--- src/rtl/cct_pkg.sv ---
// Package with the constants, types and calendar helpers of the calendar clock.
package cct_pkg;

    localparam int unsigned EPOCH_YEAR_VALUE = 1997;
    localparam int unsigned LAST_YEAR_VALUE  = 2082;

    localparam logic [11:0] EPOCH_YEAR = 12'(EPOCH_YEAR_VALUE);
    localparam logic [11:0] LAST_YEAR  = 12'(LAST_YEAR_VALUE);

    // Width of the clamped year offset from the base year.
    localparam int unsigned OFF_W = $clog2(LAST_YEAR_VALUE - EPOCH_YEAR_VALUE + 1);

    localparam logic [9:0] MILLI_STEP = 10'd10;
    localparam logic [9:0] MILLI_WRAP = 10'd1000;
    localparam logic [9:0] MILLI_MAX  = 10'd990;
    localparam logic [6:0] SEC_WRAP   = 7'd60;
    localparam logic [6:0] MIN_WRAP   = 7'd60;
    localparam logic [5:0] HOUR_WRAP  = 6'd24;

    localparam logic [3:0] MONTH_FEB = 4'd2;
    localparam logic [3:0] MONTH_DEC = 4'd12;

    localparam logic [16:0] SECS_PER_DAY  = 17'd86400;
    localparam logic [11:0] SECS_PER_HOUR = 12'd3600;
    localparam logic [5:0]  SECS_PER_MIN  = 6'd60;
    localparam logic [8:0]  DAYS_PER_YEAR = 9'd365;
    localparam logic [4:0]  HOURS_PER_DAY = 5'd24;

    // Input transaction kinds.
    typedef enum logic {
        ACT_TICK = 1'b0,
        ACT_SET  = 1'b1
    } t_action;

    // Snapshot of the date and time after one transaction.
    typedef struct packed {
        logic [11:0] year;
        logic [3:0]  month;
        logic [4:0]  day;
        logic [4:0]  hour;
        logic [5:0]  minute;
        logic [5:0]  second;
        logic [9:0]  millis;
    } t_snap;

    // Days in the year before the first of the given month (month 1..12).
    function automatic logic [8:0] days_before_month(input logic [3:0] month);
        logic [8:0] days;
        case (month)
            4'd1:    days = 9'd0;
            4'd2:    days = 9'd31;
            4'd3:    days = 9'd59;
            4'd4:    days = 9'd90;
            4'd5:    days = 9'd120;
            4'd6:    days = 9'd151;
            4'd7:    days = 9'd181;
            4'd8:    days = 9'd212;
            4'd9:    days = 9'd243;
            4'd10:   days = 9'd273;
            4'd11:   days = 9'd304;
            4'd12:   days = 9'd334;
            default: days = 9'd0;
        endcase
        return days;
    endfunction

endpackage

--- src/rtl/calendar_clock_tick_and_convert.sv ---
// Calendar clock top level: 10 ms tick counter, date load and timestamp conversion.
//
//  Channel | Handshake           | Payload
//  --------+---------------------+-------------------------------------------------
//  input   | i_valid / o_ready   | i_action, i_set_*, i_next_*_in
//  output  | o_valid / i_ready   | o_packed_stamp, o_millis, o_seconds_since_base
//
// Every input transaction returns exactly one output transaction, after it has passed
// the stage 1 snapshot, the stage 2 registers and the output register. One transaction
// can be accepted every cycle while the output side is ready, because each stage of the
// three-stage conversion pipeline can hand its contents on in every cycle.
// Reset (i_rst_n low at a rising edge) empties the pipeline and loads the clock with
// 26 July 2013 00:00:00.000 and a next-day date of 27 July 2013.
// Each stage holds its contents while the stage after it is full and stalled, so a
// stall on the output backs up stage by stage and o_ready falls only when all three
// stages are full.
module calendar_clock_tick_and_convert
    import cct_pkg::*;
(
    input  logic        i_clk,
    input  logic        i_rst_n,

    input  logic        i_valid,
    output logic        o_ready,
    input  logic        i_action,
    input  logic [11:0] i_set_year,
    input  logic [3:0]  i_set_month,
    input  logic [4:0]  i_set_day,
    input  logic [4:0]  i_set_hour,
    input  logic [5:0]  i_set_minute,
    input  logic [5:0]  i_set_second,
    input  logic [11:0] i_next_year_in,
    input  logic [3:0]  i_next_month_in,
    input  logic [4:0]  i_next_day_in,

    output logic        o_valid,
    input  logic        i_ready,
    output logic [31:0] o_packed_stamp,
    output logic [9:0]  o_millis,
    output logic [31:0] o_seconds_since_base
);

    // ------------------------------------------------------------------
    // Clock state. It is updated on every accepted transaction.
    // ------------------------------------------------------------------
    logic [9:0]  r_milli;
    logic [5:0]  r_second;
    logic [5:0]  r_minute;
    logic [4:0]  r_hour;
    logic [11:0] r_year;
    logic [3:0]  r_month;
    logic [4:0]  r_day;
    logic [11:0] r_next_year;
    logic [3:0]  r_next_month;
    logic [4:0]  r_next_day;

    logic [9:0]  n_milli;
    logic [5:0]  n_second;
    logic [5:0]  n_minute;
    logic [4:0]  n_hour;
    logic [11:0] n_year;
    logic [3:0]  n_month;
    logic [4:0]  n_day;
    logic [11:0] n_next_year;
    logic [3:0]  n_next_month;
    logic [4:0]  n_next_day;

    // Pipeline control.
    logic r_v1;
    logic r_v2;
    logic r_v3;
    logic ok1;
    logic ok2;
    logic ok3;
    logic in_accept;

    // Stage 1: snapshot of the state after the transaction.
    t_snap r_s1;

    // Stage 2: stamp and millis final, day count and time of day ready to combine.
    logic [31:0] r_s2_stamp;
    logic [9:0]  r_s2_millis;
    logic [15:0] r_s2_days;
    logic [16:0] r_s2_tod;

    // The output register is the last stage; a stage loads when it is empty or when
    // the stage after it moves on in the same cycle.
    assign ok3       = !r_v3 || i_ready;
    assign ok2       = !r_v2 || ok3;
    assign ok1       = !r_v1 || ok2;
    assign o_ready   = ok1;
    assign in_accept = i_valid && ok1;
    assign o_valid   = r_v3;

    // ------------------------------------------------------------------
    // Next state: a set loads everything and clears the milliseconds; a tick
    // ripples its carry from milliseconds up to hours, and a midnight rollover
    // copies the stored next-day date into the current date.
    // ------------------------------------------------------------------
    always_comb begin
        logic [10:0] milli_sum;
        logic [6:0]  sec_sum;
        logic [6:0]  min_sum;
        logic [5:0]  hour_sum;

        milli_sum = {1'b0, r_milli} + {1'b0, MILLI_STEP};
        sec_sum   = {1'b0, r_second} + 7'd1;
        min_sum   = {1'b0, r_minute} + 7'd1;
        hour_sum  = {1'b0, r_hour} + 6'd1;

        n_milli      = r_milli;
        n_second     = r_second;
        n_minute     = r_minute;
        n_hour       = r_hour;
        n_year       = r_year;
        n_month      = r_month;
        n_day        = r_day;
        n_next_year  = r_next_year;
        n_next_month = r_next_month;
        n_next_day   = r_next_day;

        if (t_action'(i_action) == ACT_SET) begin
            n_milli      = '0;
            n_second     = i_set_second;
            n_minute     = i_set_minute;
            n_hour       = i_set_hour;
            n_year       = i_set_year;
            n_month      = i_set_month;
            n_day        = i_set_day;
            n_next_year  = i_next_year_in;
            n_next_month = i_next_month_in;
            n_next_day   = i_next_day_in;
        end else if (milli_sum < {1'b0, MILLI_WRAP}) begin
            n_milli = milli_sum[9:0];
        end else begin
            n_milli = '0;
            if (sec_sum < SEC_WRAP) begin
                n_second = sec_sum[5:0];
            end else begin
                n_second = '0;
                if (min_sum < MIN_WRAP) begin
                    n_minute = min_sum[5:0];
                end else begin
                    n_minute = '0;
                    if (hour_sum < HOUR_WRAP) begin
                        n_hour = hour_sum[4:0];
                    end else begin
                        n_hour  = '0;
                        n_year  = r_next_year;
                        n_month = r_next_month;
                        n_day   = r_next_day;
                    end
                end
            end
        end
    end

    always_ff @(posedge i_clk) begin
        if (!i_rst_n) begin
            r_milli      <= '0;
            r_second     <= '0;
            r_minute     <= '0;
            r_hour       <= '0;
            r_year       <= 12'd2013;
            r_month      <= 4'd7;
            r_day        <= 5'd26;
            r_next_year  <= 12'd2013;
            r_next_month <= 4'd7;
            r_next_day   <= 5'd27;
        end else if (in_accept) begin
            r_milli      <= n_milli;
            r_second     <= n_second;
            r_minute     <= n_minute;
            r_hour       <= n_hour;
            r_year       <= n_year;
            r_month      <= n_month;
            r_day        <= n_day;
            r_next_year  <= n_next_year;
            r_next_month <= n_next_month;
            r_next_day   <= n_next_day;
        end
    end

    // ------------------------------------------------------------------
    // Stage 2 logic: clamp the year, then build the packed stamp, the day count
    // since the base year and the seconds within the day. A year divisible by four
    // is a leap year, so the leap days before the clamped year are offset / 4 and
    // the clamped year is a leap year when offset mod 4 is 3.
    // ------------------------------------------------------------------
    logic [OFF_W-1:0] s2_off;
    logic [3:0]       s2_month;
    logic [4:0]       s2_day;
    logic [10:0]      s2_hours;
    logic [15:0]      s2_days;
    logic [16:0]      s2_tod;

    always_comb begin
        logic [11:0] year_c;
        logic [11:0] off_full;

        if (r_s1.year < EPOCH_YEAR) begin
            year_c = EPOCH_YEAR;
        end else if (r_s1.year > LAST_YEAR) begin
            year_c = LAST_YEAR;
        end else begin
            year_c = r_s1.year;
        end
        off_full = year_c - EPOCH_YEAR;
        s2_off   = off_full[OFF_W-1:0];

        if (r_s1.month == 4'd0) begin
            s2_month = 4'd1;
        end else if (r_s1.month > MONTH_DEC) begin
            s2_month = MONTH_DEC;
        end else begin
            s2_month = r_s1.month;
        end
        s2_day = (r_s1.day == 5'd0) ? 5'd1 : r_s1.day;

        s2_hours = 11'(s2_off * HOURS_PER_DAY) + 11'(r_s1.hour);

        s2_days = 16'(s2_off * DAYS_PER_YEAR)
                + 16'(s2_off >> 2)
                + 16'(days_before_month(s2_month))
                + 16'((s2_off[1:0] == 2'd3) && (s2_month > MONTH_FEB))
                + 16'(s2_day - 5'd1);

        s2_tod = 17'(r_s1.hour * SECS_PER_HOUR)
               + 17'(r_s1.minute * SECS_PER_MIN)
               + 17'(r_s1.second);
    end

    // ------------------------------------------------------------------
    // Pipeline registers.
    // ------------------------------------------------------------------
    always_ff @(posedge i_clk) begin
        if (!i_rst_n) begin
            r_v1 <= 1'b0;
            r_v2 <= 1'b0;
            r_v3 <= 1'b0;
        end else begin
            if (ok1) begin
                r_v1 <= i_valid;
            end
            if (ok2) begin
                r_v2 <= r_v1;
            end
            if (ok3) begin
                r_v3 <= r_v2;
            end
        end
    end

    always_ff @(posedge i_clk) begin
        if (in_accept) begin
            r_s1.year   <= n_year;
            r_s1.month  <= n_month;
            r_s1.day    <= n_day;
            r_s1.hour   <= n_hour;
            r_s1.minute <= n_minute;
            r_s1.second <= n_second;
            r_s1.millis <= n_milli;
        end
        if (ok2 && r_v1) begin
            r_s2_stamp  <= {s2_hours, r_s1.day, r_s1.month, r_s1.minute, r_s1.second};
            r_s2_millis <= r_s1.millis;
            r_s2_days   <= s2_days;
            r_s2_tod    <= s2_tod;
        end
        if (ok3 && r_v2) begin
            o_packed_stamp       <= r_s2_stamp;
            o_millis             <= r_s2_millis;
            o_seconds_since_base <= 32'(r_s2_days * SECS_PER_DAY) + 32'(r_s2_tod);
        end
    end

    // ------------------------------------------------------------------
    // Assertions.
    // ------------------------------------------------------------------

    // A set always leaves the millisecond counter at zero.
    a_set_clears_milli: assert property (
        @(posedge i_clk) disable iff (!i_rst_n)
        (in_accept && i_action) |=> (r_milli == '0)
    ) else $error("millisecond counter not cleared by a set");

    // A tick that does not complete a second leaves the seconds untouched.
    a_tick_keeps_second: assert property (
        @(posedge i_clk) disable iff (!i_rst_n)
        (in_accept && !i_action && (r_milli != MILLI_MAX)) |=> $stable(r_second)
    ) else $error("seconds changed without a millisecond carry");

    // The millisecond counter never leaves its range.
    a_milli_range: assert property (
        @(posedge i_clk) disable iff (!i_rst_n)
        o_valid |-> (o_millis <= MILLI_MAX)
    ) else $error("millisecond output out of range");

    // An accepted transaction always lands in the first stage.
    a_stage1_fill: assert property (
        @(posedge i_clk) disable iff (!i_rst_n)
        in_accept |=> r_v1
    ) else $error("accepted transaction lost before the first stage");

endmodule

--- config.mk ---
export PLATFORM = sky130hd
export DESIGN_NAME = calendar_clock_tick_and_convert
export DESIGN_NICKNAME = d
export VERILOG_FILES = /design/src/rtl/cct_pkg.sv /design/src/rtl/calendar_clock_tick_and_convert.sv
export SDC_FILE = /design/constraint.sdc
export NUM_CORES = 1
export LEC_CHECK = 0
export ABC_CLOCK_PERIOD_IN_PS = 22100
export BUFFER_PORTS_ARGS = -buffer_cell sky130_fd_sc_hd__buf_2
export CORE_ASPECT_RATIO = 0.6
export CORE_MARGIN = 4
export CORE_UTILIZATION = 65
export DETAILED_ROUTE_END_ITERATION = 10
export PLACE_DENSITY = 0.95
export SYNTH_ARGS = -nofsm -noshare
export SYNTH_HDL_FRONTEND = slang
export SYNTH_SLANG_ARGS = --single-unit
export TNS_END_PERCENT = 5
--- constraint.sdc ---
create_clock -name i_clk -period 22.1 [get_ports i_clk]
set_input_delay 5.525 -clock i_clk [delete_from_list [all_inputs] [get_ports i_clk]]
set_output_delay 5.525 -clock i_clk [all_outputs]
set_load 0.01 [all_outputs]
==> impl_metrics.env <==
export IMPL_drt_pass1_iterations=5
export IMPL_yosysSeqAreaShare=0.403
export IMPL_clockRootBuffer="clkbuf_16"
export IMPL_ys_seq_elements=265
export IMPL_finalCritPeriodShare=0.541
export IMPL_reg2reg_slack_ns=13.60
export IMPL_tritoncts="done"
export IMPL_ys_types=78
export IMPL_synth_edf_count=193
export IMPL_timing_final_hold_violations=0
export IMPL_cts_max_level=1
export IMPL_rsz0062_at_grt="no"
export IMPL_worst_ep_required_time_ns=16.58
export IMPL_crit_end="o_ready"
export IMPL_finalSetupTns_ns=0
export IMPL_setup_violations=0
export IMPL_vias_per_cell=6.10
export IMPL_cts_resized=0
export IMPL_status="complete, no violations"
export IMPL_period_needed_ns=11.95
export IMPL_initial_utilization=0.670
export IMPL_cts_path_max_buffers=3
export IMPL_slew_headroom=0.314
export IMPL_vias=13500
export IMPL_worst_skew_pair_late_latency_ns=0.55
export IMPL_postLayoutCellArea_sq_mm=0.0198
export IMPL_antenna_cells=0
export IMPL_grt_max_degree=77
export IMPL_crit_path_end_kind="output pin"
export IMPL_cts_setup_buffers=0
export IMPL_port_buffers=139
export IMPL_critPathLaunch="i_ready"
export IMPL_die_h_um=137
export IMPL_cts_sinks=265
export IMPL_rr_startpoint="r_s1[36]$_DFFE_PP_"
export IMPL_die_w_um=223
export IMPL_synthesis_area_sq_mm=0.0180
export IMPL_dp_hpwl_um=31000
export IMPL_avgSynthCellArea_sq_um=10.5
export IMPL_numCtsBuffers=26
export IMPL_overflow=0
export IMPL_drtIter0Drc=1450
export IMPL_ant_nets=0
export IMPL_dieArea_sq_mm=0.0304
export IMPL_grt_use_total=0.274
export IMPL_rows=46
export IMPL_area_growth_pct=10.2
export IMPL_worst_pin_slew_ns=1.03
export IMPL_hold_buffers=0
export IMPL_reg2reg_depth=27
export IMPL_crit_type="primary input to output pin"
export IMPL_fmax_mhz=83.7
export IMPL_hp_class="register to register"
export IMPL_drive_gt1_frac=0.116
export IMPL_grt_pass1_vias=13500
export IMPL_worst_slack_ns=10.15
export IMPL_grt_pass1_wl_um=67800
export IMPL_critical_path_max_fanout=5
export IMPL_core_area_sq_mm=0.0268
export IMPL_clock_skew_ns=0.0141
export IMPL_maxSlewViolCount=0
export IMPL_totalWireLength_um=42100
export IMPL_synth_async_reset_ratio=0
export IMPL_rr_endpoint="r_s2_days[15]$_DFFE_PP_"
export IMPL_avgRoutedWirePerCell_um=18.9
export IMPL_gp_congestion=0.935
export IMPL_ys_warn_count=0
export IMPL_startpoint_type="primary input"
export IMPL_drv_cap=0
export IMPL_clkTransAtPathRegs_ns=0.07
export IMPL_syn_inst=1717
export IMPL_place_area_sq_mm=0.0190
export IMPL_ioPinCount=140
export IMPL_drc=0
export IMPL_antenna_found_initial=1
export IMPL_nNetsFinal=2202
export IMPL_yosys_most_used_dff="edfxtp_1"
export IMPL_preCtsSetupSlack_ns=10.15
export IMPL_worst_ep_arrival_time_ns=6.42
cells in the final DEF (no fill, tap or decap), types with 8 or more instances in the layout:
master,count
fa_1,86
nand2b_1,12
edfxtp_1,193
a21o_1,33
o21ai_1,26
xor2_1,31
o21bai_1,14
nor2_1,79
and3_1,17
nand3_1,43
inv_1,202
o21ai_0,49
a21oi_1,94
clkbuf_16,27
o22ai_1,8
nor3_1,21
a31oi_1,9
ha_1,212
a21boi_0,19
nand4_1,11
xnor2_1,72
buf_2,139
dfxtp_1,72
nand2_1,185
mux2i_1,25
conb_1,10
nor2b_1,14
stage by stage:
step                       util  instances  hold slack (ns)
after floorplan               -       1725            0.400
after global placement    0.707       2172            0.401
after detailed placement  0.707       2172            0.405
after CTS                 0.738       2220            0.421
after global routing      0.738       2220            0.426
final                     0.738       2220            0.420
area by class of cell:
| class | instances | area, sq um |
|---|---|---|
| clock inverter | 16 | 131 |
| sequential | 265 | 7240 |
| multi-input combinational | 1198 | 9760 |
| clock buffer | 32 | 704 |
| tap | 360 | 450 |
| timing repair buffer | 146 | 748 |
| fill | 1694 | 7030 |
| inverter | 203 | 762 |
routing by layer:
layer	up-vias	track usage	share of wire
met3	138	0.0499	0.089
met5	-	0	0.00033
li1	6209	-	-
met4	2	0.0801	0.032
met1	6474	0.368	0.41
met2	721	0.465	0.47
state kept, by name, summed over array words and instances (netlist names), 6 cells and up:
register and cells:
r_s2_tod 15, r_s2_millis 10, o_millis 10, r_s2_days 16
r_second 6, r_next_year 12, o_seconds_since_base 30, r_minute 6
r_s1 48, r_year 12, o_packed_stamp 32, r_s2_stamp 32
r_milli 10
synthesized netlist by cell type (11+ instances only):
library cell / count / area, sq um
ha_1: 212 / 2650
nor2b_1: 15 / 93.8
nand4_1: 11 / 68.8
fa_1: 86 / 1720
o21ai_0: 49 / 245
a21oi_1: 94 / 470
nand2b_1: 12 / 75.1
o21ai_1: 26 / 130
a21boi_0: 20 / 150
edfxtp_1: 193 / 5800
nor3_1: 21 / 105
a21o_1: 33 / 248
xnor2_1: 72 / 631
inv_1: 203 / 762
and3_1: 17 / 106
xor2_1: 31 / 272
dfxtp_1: 72 / 1440
nand2_1: 185 / 694
clkbuf_1: 45 / 169
o21bai_1: 14 / 105
nor2_1: 79 / 297
nand3_1: 43 / 215
mux2i_1: 25 / 250
how the worst min path moves through the flow:
| stage | start | end | slack [ns] | cells after the start |
|---|---|---|---|---|
| after global routing | r_s1[5]$_DFFE_PP_ | r_s2_millis[5]$_DFFE_PP_ | 0.43 | 0 |
| after detailed placement | r_s2_millis[2]$_DFFE_PP_ | o_millis[2]$_DFFE_PP_ | 0.41 | 0 |
| after CTS | r_s2_millis[8]$_DFFE_PP_ | o_millis[8]$_DFFE_PP_ | 0.42 | 0 |
| final | r_s1[5]$_DFFE_PP_ | r_s2_millis[5]$_DFFE_PP_ | 0.42 | 0 |
| after floorplan | r_s2_millis[0]$_DFFE_PP_ | o_millis[0]$_DFFE_PP_ | 0.40 | 0 |
| after global placement | r_s2_stamp[9]$_DFFE_PP_ | o_packed_stamp[9]$_DFFE_PP_ | 0.40 | 0 |
worst max-delay path, cell delays in order:
cell and delay (ns):
buf_2 0.10, nor2b_1 0.43, nand3_1 0.19, buf_2 0.18
kinds of logic after synthesis:
group,count (synthesis),share of synthesized area
adders and majority gates,299,0.244
other,2,0.000418
muxes,30,0.0171
and+or+nand+nor,426,0.111
AOI/OAI and AO/OA,329,0.117
xor gates and xnor gates,104,0.0511
buffers and inverters,262,0.0566
DFF,265,0.403
Power is left out: the tool's default activity adds up to more than one toggle a clock period on the data nets, which glitch-free logic cannot reach.
